File: config.mk
export PLATFORM = sky130hd
export DESIGN_NAME = sorted_alarm_queue_top
export DESIGN_NICKNAME = d
export VERILOG_FILES = /design/src/hdl/saq_pkg.sv /design/src/hdl/saq_ram.sv /design/src/hdl/sorted_alarm_queue_top.sv
export SDC_FILE = /design/constraint.sdc
export NUM_CORES = 1
export LEC_CHECK = 0
export ABC_AREA = 0
export ABC_CLOCK_PERIOD_IN_PS = 7500
export BUFFER_PORTS_ARGS = -buffer_cell sky130_fd_sc_hd__buf_2
export CAP_MARGIN = 25
export CORE_MARGIN = 1.5
export CORE_UTILIZATION = 62
export DETAILED_ROUTE_END_ITERATION = 6
export PLACE_DENSITY_LB_ADDON = 0.08
export SLEW_MARGIN = 20
export SYNTH_ARGS = -nofsm -noshare
export SYNTH_HDL_FRONTEND = slang
export SYNTH_HIERARCHICAL = 1
export SYNTH_SLANG_ARGS = --single-unit
File: constraint.sdc
create_clock -name i_clk -period 7.5 [get_ports i_clk]
set_input_delay 0.75 -clock i_clk [delete_from_list [all_inputs] [get_ports i_clk]]
set_output_delay 0.75 -clock i_clk [all_outputs]
set_load 0.01 [all_outputs]
File: src/hdl/saq_pkg.sv
// ============================================================================
// saq_pkg
// Shared constants, codes and request/response types of the sorted alarm queue.
// ============================================================================
`default_nettype none

package saq_pkg;

    localparam int QUEUE_DEPTH = 16;
    localparam int MAX_RESULTS = 16;

    localparam int AW = $clog2(QUEUE_DEPTH);
    localparam int CW = $clog2(QUEUE_DEPTH + 1);
    localparam int NW = $clog2(MAX_RESULTS + 1);

    localparam logic [1:0] OP_ADD    = 2'd0;
    localparam logic [1:0] OP_CANCEL = 2'd1;
    localparam logic [1:0] OP_EXPIRE = 2'd2;

    localparam logic [1:0] STATUS_OK        = 2'd0;
    localparam logic [1:0] STATUS_FULL      = 2'd1;
    localparam logic [1:0] STATUS_NOT_FOUND = 2'd2;

    localparam logic KIND_ACK   = 1'b0;
    localparam logic KIND_FIRED = 1'b1;

    typedef struct packed {
        logic [1:0]  op;
        logic [3:0]  alarm_id;
        logic [31:0] alarm_time;
        logic [31:0] current_time;
    } t_in_req;

    typedef struct packed {
        logic        kind;
        logic [1:0]  status;
        logic [3:0]  fired_id;
        logic        last;
        logic        armed;
        logic [31:0] next_alarm_time;
    } t_out_rsp;

    typedef struct packed {
        logic [31:0] alarm_time;
        logic [3:0]  alarm_id;
    } t_slot;

    localparam int SLOT_W = $bits(t_slot);

    typedef enum logic [6:0] {
        ST_IDLE      = 7'b0000001,
        ST_SCAN      = 7'b0000010,
        ST_REMOVE    = 7'b0000100,
        ST_INSERT    = 7'b0001000,
        ST_EXP_CHECK = 7'b0010000,
        ST_EXP_POP   = 7'b0100000,
        ST_RESP      = 7'b1000000
    } t_state;

endpackage

`default_nettype wire

File: src/hdl/saq_ram.sv
// ============================================================================
// saq_ram
// Generic simple dual-port RAM: one write port, one read port, registered read.
// ============================================================================
`default_nettype none

module saq_ram #(
    parameter int WIDTH = 8,
    parameter int DEPTH = 16
) (
    input  wire logic                     i_clk,
    input  wire logic                     i_wr_en,
    input  wire logic [$clog2(DEPTH)-1:0] i_wr_addr,
    input  wire logic [WIDTH-1:0]         i_wr_data,
    input  wire logic                     i_rd_en,
    input  wire logic [$clog2(DEPTH)-1:0] i_rd_addr,
    output logic      [WIDTH-1:0]         o_rd_data
);

    logic [WIDTH-1:0] r_mem [DEPTH];
    logic [WIDTH-1:0] r_rd_data;

    always_ff @(posedge i_clk) begin
        if (i_wr_en) begin
            r_mem[i_wr_addr] <= i_wr_data;
        end
        if (i_rd_en) begin
            r_rd_data <= r_mem[i_rd_addr];
        end
    end

    assign o_rd_data = r_rd_data;

endmodule

`default_nettype wire

File: src/hdl/sorted_alarm_queue_top.sv
// ============================================================================
// sorted_alarm_queue_top
// Pending alarms kept sorted by expiry time in a slot RAM used as a ring.
//
//   channel   signals                          payload
//   request   i_in_valid / o_in_stall          i_in_req  (saq_pkg::t_in_req)
//   response  o_out_valid / i_out_stall        o_out_rsp (saq_pkg::t_out_rsp)
//
// Add/cancel: id scan, removal shift and insertion shift, one slot per cycle
// through the single read and write port of the slot RAM. Expire: each fired
// alarm is a head pop (a ring pointer advance plus one read of the new head);
// with nothing due only an ack is sent.
// Reset clears state, count, ring base and valid flags only; slot contents need no clearing pass.
// A stalled response holds the engine; the next request is taken at once.
// ============================================================================
`default_nettype none

module sorted_alarm_queue_top (
    input  wire logic               i_clk,
    input  wire logic               i_rst_n,
    input  wire logic               i_in_valid,
    output logic                    o_in_stall,
    input  wire saq_pkg::t_in_req   i_in_req,
    output logic                    o_out_valid,
    input  wire logic               i_out_stall,
    output saq_pkg::t_out_rsp       o_out_rsp
);

    localparam int AW    = saq_pkg::AW;
    localparam int CW    = saq_pkg::CW;
    localparam int NW    = saq_pkg::NW;
    localparam int Depth = saq_pkg::QUEUE_DEPTH;

    function automatic logic [AW-1:0] f_phys(input logic [AW-1:0] base,
                                             input logic [CW-1:0] lidx);
        logic [CW:0] s;
        s = (CW+1)'(base) + (CW+1)'(lidx);
        if (s >= (CW+1)'(Depth)) begin
            s = s - (CW+1)'(Depth);
        end
        return s[AW-1:0];
    endfunction

    saq_pkg::t_state   r_state, n_state;
    saq_pkg::t_in_req  r_req, n_req;
    saq_pkg::t_slot    r_head, n_head;
    logic [CW-1:0]     r_cnt, n_cnt;
    logic [AW-1:0]     r_base, n_base;
    logic [CW-1:0]     r_ptr, n_ptr;
    logic              r_dv, n_dv;
    logic [AW-1:0]     r_didx, n_didx;
    logic [1:0]        r_status, n_status;
    logic [NW-1:0]     r_n, n_n;
    logic              r_out_valid;
    saq_pkg::t_out_rsp r_out;

    logic              rd_en;
    logic [CW-1:0]     rd_lidx;
    logic              wr_en;
    logic [CW-1:0]     wr_lidx;
    saq_pkg::t_slot    wr_data;
    logic [saq_pkg::SLOT_W-1:0] ram_rd_data;
    saq_pkg::t_slot    rd_slot;
    saq_pkg::t_slot    new_slot;
    saq_pkg::t_out_rsp out_data;
    logic              out_load;
    logic              out_free;
    logic              accept;
    logic [CW-1:0]     cnt_dec;
    logic [CW-1:0]     ptr_dec;
    logic              more;
    logic              nxt_due;

    saq_ram #(
        .WIDTH(saq_pkg::SLOT_W),
        .DEPTH(Depth)
    ) u_slot_ram (
        .i_clk     (i_clk),
        .i_wr_en   (wr_en),
        .i_wr_addr (f_phys(r_base, wr_lidx)),
        .i_wr_data (wr_data),
        .i_rd_en   (rd_en),
        .i_rd_addr (f_phys(r_base, rd_lidx)),
        .o_rd_data (ram_rd_data)
    );

    assign rd_slot    = saq_pkg::t_slot'(ram_rd_data);
    assign new_slot   = '{alarm_time: r_req.alarm_time, alarm_id: r_req.alarm_id};
    assign out_free   = !r_out_valid || !i_out_stall;
    assign o_in_stall = (r_state != saq_pkg::ST_IDLE);
    assign accept     = i_in_valid && !o_in_stall;
    assign cnt_dec    = r_cnt - CW'(1);
    assign ptr_dec    = r_ptr - CW'(1);
    assign more       = (r_cnt > CW'(1));
    assign nxt_due    = more && (rd_slot.alarm_time <= r_req.current_time)
                        && ((r_n + NW'(1)) < NW'(saq_pkg::MAX_RESULTS));

    always_comb begin
        n_state  = r_state;
        n_req    = r_req;
        n_head   = r_head;
        n_cnt    = r_cnt;
        n_base   = r_base;
        n_ptr    = r_ptr;
        n_dv     = 1'b0;
        n_didx   = r_didx;
        n_status = r_status;
        n_n      = r_n;
        rd_en    = 1'b0;
        rd_lidx  = r_ptr;
        wr_en    = 1'b0;
        wr_lidx  = '0;
        wr_data  = rd_slot;
        out_load = 1'b0;
        out_data = '0;

        unique case (r_state)
            saq_pkg::ST_IDLE: begin
                if (accept) begin
                    n_req    = i_in_req;
                    n_status = saq_pkg::STATUS_OK;
                    n_n      = '0;
                    case (i_in_req.op) inside
                        saq_pkg::OP_ADD, saq_pkg::OP_CANCEL: begin
                            n_ptr = '0;
                            if (r_cnt != '0) begin
                                n_state = saq_pkg::ST_SCAN;
                            end else if (i_in_req.op == saq_pkg::OP_CANCEL) begin
                                n_status = saq_pkg::STATUS_NOT_FOUND;
                                n_state  = saq_pkg::ST_RESP;
                            end else begin
                                n_state = saq_pkg::ST_INSERT;
                            end
                        end
                        saq_pkg::OP_EXPIRE: begin
                            n_state = saq_pkg::ST_EXP_CHECK;
                        end
                        default: begin
                            n_state = saq_pkg::ST_RESP;
                        end
                    endcase
                end
            end

            saq_pkg::ST_SCAN: begin
                if (r_ptr < r_cnt) begin
                    rd_en  = 1'b1;
                    n_ptr  = r_ptr + CW'(1);
                    n_dv   = 1'b1;
                    n_didx = r_ptr[AW-1:0];
                end
                if (r_dv) begin
                    if (rd_slot.alarm_id == r_req.alarm_id) begin
                        n_state = saq_pkg::ST_REMOVE;
                        n_dv    = 1'b0;
                        n_ptr   = CW'(r_didx) + CW'(1);
                    end else if (CW'(r_didx) == cnt_dec) begin
                        n_dv = 1'b0;
                        if (r_req.op == saq_pkg::OP_CANCEL) begin
                            n_status = saq_pkg::STATUS_NOT_FOUND;
                            n_state  = saq_pkg::ST_RESP;
                        end else if (r_cnt == CW'(Depth)) begin
                            n_status = saq_pkg::STATUS_FULL;
                            n_state  = saq_pkg::ST_RESP;
                        end else begin
                            n_ptr   = r_cnt;
                            n_state = saq_pkg::ST_INSERT;
                        end
                    end
                end
            end

            saq_pkg::ST_REMOVE: begin
                if (r_ptr < r_cnt) begin
                    rd_en  = 1'b1;
                    n_ptr  = r_ptr + CW'(1);
                    n_dv   = 1'b1;
                    n_didx = r_ptr[AW-1:0];
                end
                if (r_dv) begin
                    wr_en   = 1'b1;
                    wr_lidx = CW'(r_didx) - CW'(1);
                    wr_data = rd_slot;
                end else if (!(r_ptr < r_cnt)) begin
                    n_cnt = cnt_dec;
                    if (r_req.op == saq_pkg::OP_ADD) begin
                        n_ptr   = cnt_dec;
                        n_state = saq_pkg::ST_INSERT;
                    end else begin
                        n_state = saq_pkg::ST_RESP;
                    end
                end
            end

            saq_pkg::ST_INSERT: begin
                if (r_ptr != '0) begin
                    rd_en   = 1'b1;
                    rd_lidx = ptr_dec;
                    n_ptr   = ptr_dec;
                    n_dv    = 1'b1;
                    n_didx  = ptr_dec[AW-1:0];
                end
                if (r_dv) begin
                    wr_en   = 1'b1;
                    wr_lidx = CW'(r_didx) + CW'(1);
                    if (r_req.alarm_time <= rd_slot.alarm_time) begin
                        wr_data = rd_slot;
                    end else begin
                        wr_data = new_slot;
                        n_dv    = 1'b0;
                        n_cnt   = r_cnt + CW'(1);
                        n_state = saq_pkg::ST_RESP;
                    end
                end else if (r_ptr == '0) begin
                    wr_en   = 1'b1;
                    wr_lidx = '0;
                    wr_data = new_slot;
                    n_cnt   = r_cnt + CW'(1);
                    n_state = saq_pkg::ST_RESP;
                end
            end

            saq_pkg::ST_EXP_CHECK: begin
                if ((r_cnt != '0) && (r_head.alarm_time <= r_req.current_time)) begin
                    rd_en   = 1'b1;
                    rd_lidx = CW'(1);
                    n_state = saq_pkg::ST_EXP_POP;
                end else begin
                    n_state = saq_pkg::ST_RESP;
                end
            end

            saq_pkg::ST_EXP_POP: begin
                if (out_free) begin
                    out_load                 = 1'b1;
                    out_data.kind            = saq_pkg::KIND_FIRED;
                    out_data.status          = saq_pkg::STATUS_OK;
                    out_data.fired_id        = r_head.alarm_id;
                    out_data.last            = !nxt_due;
                    out_data.armed           = more;
                    out_data.next_alarm_time = more ? rd_slot.alarm_time : '0;
                    if (more) begin
                        n_head = rd_slot;
                    end
                    n_base  = f_phys(r_base, CW'(1));
                    n_cnt   = cnt_dec;
                    n_n     = r_n + NW'(1);
                    n_state = nxt_due ? saq_pkg::ST_EXP_CHECK : saq_pkg::ST_IDLE;
                end
            end

            saq_pkg::ST_RESP: begin
                if (out_free) begin
                    out_load                 = 1'b1;
                    out_data.kind            = saq_pkg::KIND_ACK;
                    out_data.status          = r_status;
                    out_data.fired_id        = '0;
                    out_data.last            = 1'b1;
                    out_data.armed           = (r_cnt != '0);
                    out_data.next_alarm_time = (r_cnt != '0) ? r_head.alarm_time : '0;
                    n_state                  = saq_pkg::ST_IDLE;
                end
            end

            default: begin
                n_state = saq_pkg::ST_IDLE;
            end
        endcase

        if (wr_en && (wr_lidx == '0)) begin
            n_head = wr_data;
        end
    end

    always_ff @(posedge i_clk) begin
        if (!i_rst_n) begin
            r_state     <= saq_pkg::ST_IDLE;
            r_cnt       <= '0;
            r_base      <= '0;
            r_dv        <= 1'b0;
            r_out_valid <= 1'b0;
        end else begin
            r_state <= n_state;
            r_cnt   <= n_cnt;
            r_base  <= n_base;
            r_dv    <= n_dv;
            if (out_load) begin
                r_out_valid <= 1'b1;
            end else if (!i_out_stall) begin
                r_out_valid <= 1'b0;
            end
        end
    end

    always_ff @(posedge i_clk) begin
        r_req    <= n_req;
        r_head   <= n_head;
        r_ptr    <= n_ptr;
        r_didx   <= n_didx;
        r_status <= n_status;
        r_n      <= n_n;
        if (out_load) begin
            r_out <= out_data;
        end
    end

    assign o_out_valid = r_out_valid;
    assign o_out_rsp   = r_out;

    a_cnt_bound: assert property (@(posedge i_clk) disable iff (!i_rst_n)
        r_cnt <= CW'(Depth))
        else $error("pending count beyond queue depth");

    a_fire_pops: assert property (@(posedge i_clk) disable iff (!i_rst_n)
        (out_load && (out_data.kind == saq_pkg::KIND_FIRED))
            |=> (r_cnt == ($past(r_cnt) - CW'(1))))
        else $error("fired response without head pop");

    a_armed_match: assert property (@(posedge i_clk) disable iff (!i_rst_n)
        out_load |=> (r_out.armed == (r_cnt != '0)))
        else $error("armed flag disagrees with pending count");

    a_idle_no_write: assert property (@(posedge i_clk) disable iff (!i_rst_n)
        (r_state == saq_pkg::ST_IDLE) |-> !wr_en)
        else $error("slot write while idle");

endmodule

`default_nettype wire

==> results.sh <==
export IMPL_startpoint="r_head[30]$_DFFE_PP_"
export IMPL_synthMuxAreaShare_pct=12.4
export IMPL_gp_congestion=0.969
export IMPL_max_cap_viol_count=0
export IMPL_slew_violations=0
export IMPL_final_cell_mix="edfxtp_1, mux4_2, buf_2"
export IMPL_track_usage_pct=29.5
export IMPL_die_w_um=237
export IMPL_cts_repair_resized=0
export IMPL_via_count=18600
export IMPL_period_share_pct=80.1
export IMPL_sequentialPowerShare_pct=49.7
export IMPL_antenna_found_initial=2
export IMPL_ff2ff_path_depth=17
export IMPL_dieArea_um2=56000
export IMPL_power_net_switching_uw=2520
export IMPL_hold_class="input pin to register"
export IMPL_dp_cells=2685
export IMPL_fp_coreArea_um2=53900
export IMPL_worstPathArrival_ns=6.38
export IMPL_first_global_vias=18800
export IMPL_r2r_start="r_head[30]$_DFFE_PP_"
export IMPL_r2r_end="u_slot_ram/o_rd_data[24]$_DFFE_PP_"
export IMPL_mostFrequentLayoutCell="edfxtp_1"
export IMPL_numCtsBuffers=79
export IMPL_cp_data_required_time_ns=7.87
export IMPL_drcViolationCount=0
export IMPL_rsz0062_at_grt="no"
export IMPL_ys_async_sr_fraction_pct=0
export IMPL_grt_pass1_wl_mm=120
export IMPL_post_drt_wl_per_cell_um=28.4
export IMPL_max_slew_worst_pin_slew_ns=0.999
export IMPL_finClkSkew_ns=0.0220
export IMPL_power_internal_uw=7770
export IMPL_area_growth_syn_to_layout_pct=12.1
export IMPL_synth_top_family_by_area="multiplexers"
export IMPL_ctsHtreeMaxLevel=3
export IMPL_synth_seq_cells=793
export IMPL_grt_max_degree=76
export IMPL_layout_drive_gt1_share_pct=24.5
export IMPL_insertion_delay_ns=0.64
export IMPL_cts_buffer_depth=3
export IMPL_avgSynthCellArea_um2=17.6
export IMPL_setup_violations=0
export IMPL_worst_path_max_fanout=75
export IMPL_clock_sinks=793
export IMPL_clk_transition_reported_paths_ns=0.06
export IMPL_syn_cell_area_um2=33800
export IMPL_min_from="i_in_req[32]"
export IMPL_synth_warnings=6
export IMPL_rows=85
export IMPL_cts_setup_buffers=0
export IMPL_io_pins=117
export IMPL_hold_violations=0
export IMPL_wirelength_mm=80.2
export IMPL_whs_path_depth=1
export IMPL_root_buffer="clkbuf_16"
export IMPL_synth_xor_area_share_pct=0.921
export IMPL_yosysUniqueCellTypes=71
export IMPL_endpoint_kind="register"
export IMPL_overflow=0
export IMPL_r2r_slack_ns=1.49
export IMPL_max_slew_margin_pct=32.8
export IMPL_start_kind="register"
export IMPL_synth_edf_count=775
export IMPL_setup_tns_final_ns=0
export IMPL_synthCells=1919
export IMPL_power_density_nw_per_um2=272
export IMPL_switching_share_pct=24.5
export IMPL_min_to="new_slot[4]$_DFFE_PP_"
export IMPL_viasPerCell=6.56
export IMPL_syn_nets=2110
export IMPL_portBuffers=116
export IMPL_period_needed_ns=6.01
export IMPL_dp_hpwl_mm=49.6
export IMPL_cts_hold_buffers_added=0
export IMPL_tritoncts="yes"
export IMPL_final_nets=2262
export IMPL_combPwrFrac_pct=12.5
export IMPL_first_pass_iters=5
export IMPL_ir_worst_vdd_mv=0.226
export IMPL_synthFlopType="edfxtp_1"
export IMPL_p_leak_uw=0.0131
export IMPL_seq_area_frac_synth_pct=69.9
export IMPL_synthSimpleGateAreaFrac_pct=4.15
export IMPL_path_class="register to register"
export IMPL_fp_dieH_um=237
export IMPL_initial_core_util_pct=62.7
export IMPL_yosys_area_share_adder_pct=4.37
export IMPL_status="finished clean"
export IMPL_instances_no_fill=2827
export IMPL_max_freq_ghz=0.166
export IMPL_drtAntennaViolNets=0
export IMPL_p_clk_share_pct=37.9
export IMPL_synth_compound_area_share_pct=5.99
export IMPL_drt_iter0_drc=1912
-- layer usage --
layer  global-route usage [%]  routed length, µm  vias to the layer above
li1                         -                  -                     8052
met1                     42.8              33200                     9543
met2                     46.5              38200                      832
met3                     5.18               6860                      124
met4                     9.21               2020                        0
met5                        0                  0                        -
-- synth_stat cells (all sizes together) (8+ instances only) --
cell type	number	share of area, %
clkbuf	47	0.52
o211ai	10	0.22
mux4	144	9.6
mux2	70	2.7
o21ai	39	0.59
nand3	26	0.38
a22oi	74	1.6
nand2	94	1.0
a22o	32	0.83
xor2	8	0.21
a21oi	64	0.95
nor2b	9	0.17
buf	38	0.76
nand4	23	0.43
dfxtp	18	1.1
xnor2	25	0.65
inv	88	0.98
a211oi	8	0.18
edfxtp	775	69
nor3	17	0.27
and3	11	0.20
nand2b	9	0.17
nor2	62	0.69
and2	8	0.15
nor4	8	0.15
ha	115	4.3
a21o	12	0.27
-- stage by stage --
| step | setup slack (ns) | utilization [%] | power (µW) | hold WS [ns] | instance area, µm² |
|---|---|---|---|---|---|
| after floorplan | 1.70 | - | 6110 | 0.497 | 33800 |
| after global placement | 1.52 | 65.5 | 6460 | 0.515 | 35300 |
| after detailed placement | 1.47 | 65.5 | 6480 | 0.511 | 35300 |
| after CTS | 1.47 | 70.2 | 10300 | 0.259 | 37900 |
| after global routing | 1.14 | 70.3 | 10600 | 0.267 | 37900 |
| final | 1.49 | 70.3 | 10300 | 0.284 | 37900 |
-- flip-flops by register name, indices dropped and copies added (netlist names) --
name / flops
r_n: 5
u_slot_ram/r_mem: 576
r_dv: 1
u_slot_ram/o_rd_data: 36
r_req: 34
r_base: 4
r_didx: 4
o_out_rsp: 41
r_cnt: 5
r_status: 2
o_out_valid: 1
r_ptr: 5
new_slot: 36
r_state: 7
r_head: 36
-- critical path, cell delays in order, from the launching register on --
cell	delay, ns
edfxtp_1	0.42
ha_1	0.32
nand4_1	0.20
nor4_1	0.90
nand3_1	0.18
and2_1	0.20
a22oi_1	0.27
nand2b_1	0.29
and3_1	0.28
a21oi_1	0.20
ha_4	0.17
inv_1	0.04
fa_1	0.50
inv_6	0.62
buf_4	0.48
mux4_2	0.37
a22oi_1	0.20
nand2_1	0.07
-- cell families (layout without fill, tap and decap cells) --
kind of cell,count (synthesis),after routing
AO/OA/AOI/OAI,292,292
XOR/XNOR,34,34
adder cells (fa/ha/maj),117,117
buffers and inverters,173,384
flip-flops,793,793
multiplexers,221,221
other,0,1
AND/OR/NAND/NOR,289,289
-- layout make-up --
| type | instances | area [µm²] |
|---|---|---|
| flip-flops and latches | 793 | 23600 |
| inverters | 88 | 335 |
| clock buffers | 93 | 2050 |
| repair buffers | 156 | 926 |
| diodes | 1 | 2.50 |
| fillers | 3407 | 16000 |
| clock inverters | 47 | 482 |
| well taps | 696 | 871 |
| multi-input cells | 953 | 9610 |
-- worst max path at each step --
stage	to	slack (ns)	cells past startpoint
4_1_cts	u_slot_ram/o_rd_data[4]$_DFFE_PP_	1.47	17
5_1_grt	u_slot_ram/o_rd_data[23]$_DFFE_PP_	1.14	18
3_3_place_gp	u_slot_ram/o_rd_data[20]$_DFFE_PP_	1.52	17
3_5_place_dp	u_slot_ram/o_rd_data[4]$_DFFE_PP_	1.47	17
2_1_floorplan	u_slot_ram/r_mem[0][0]$_DFFE_PP_	1.70	15
6_report	u_slot_ram/o_rd_data[24]$_DFFE_PP_	1.49	17
-- power by group through the flow --
stage	logic, µW	registers (µW)	clock network, µW
after floorplan	969	5140	0
final	1280	5110	3900
after CTS	1290	5110	3950
after global routing	1410	5120	4110
after detailed placement	1280	5200	0
after global placement	1260	5200	0
(Power assumes the default switching activity.)
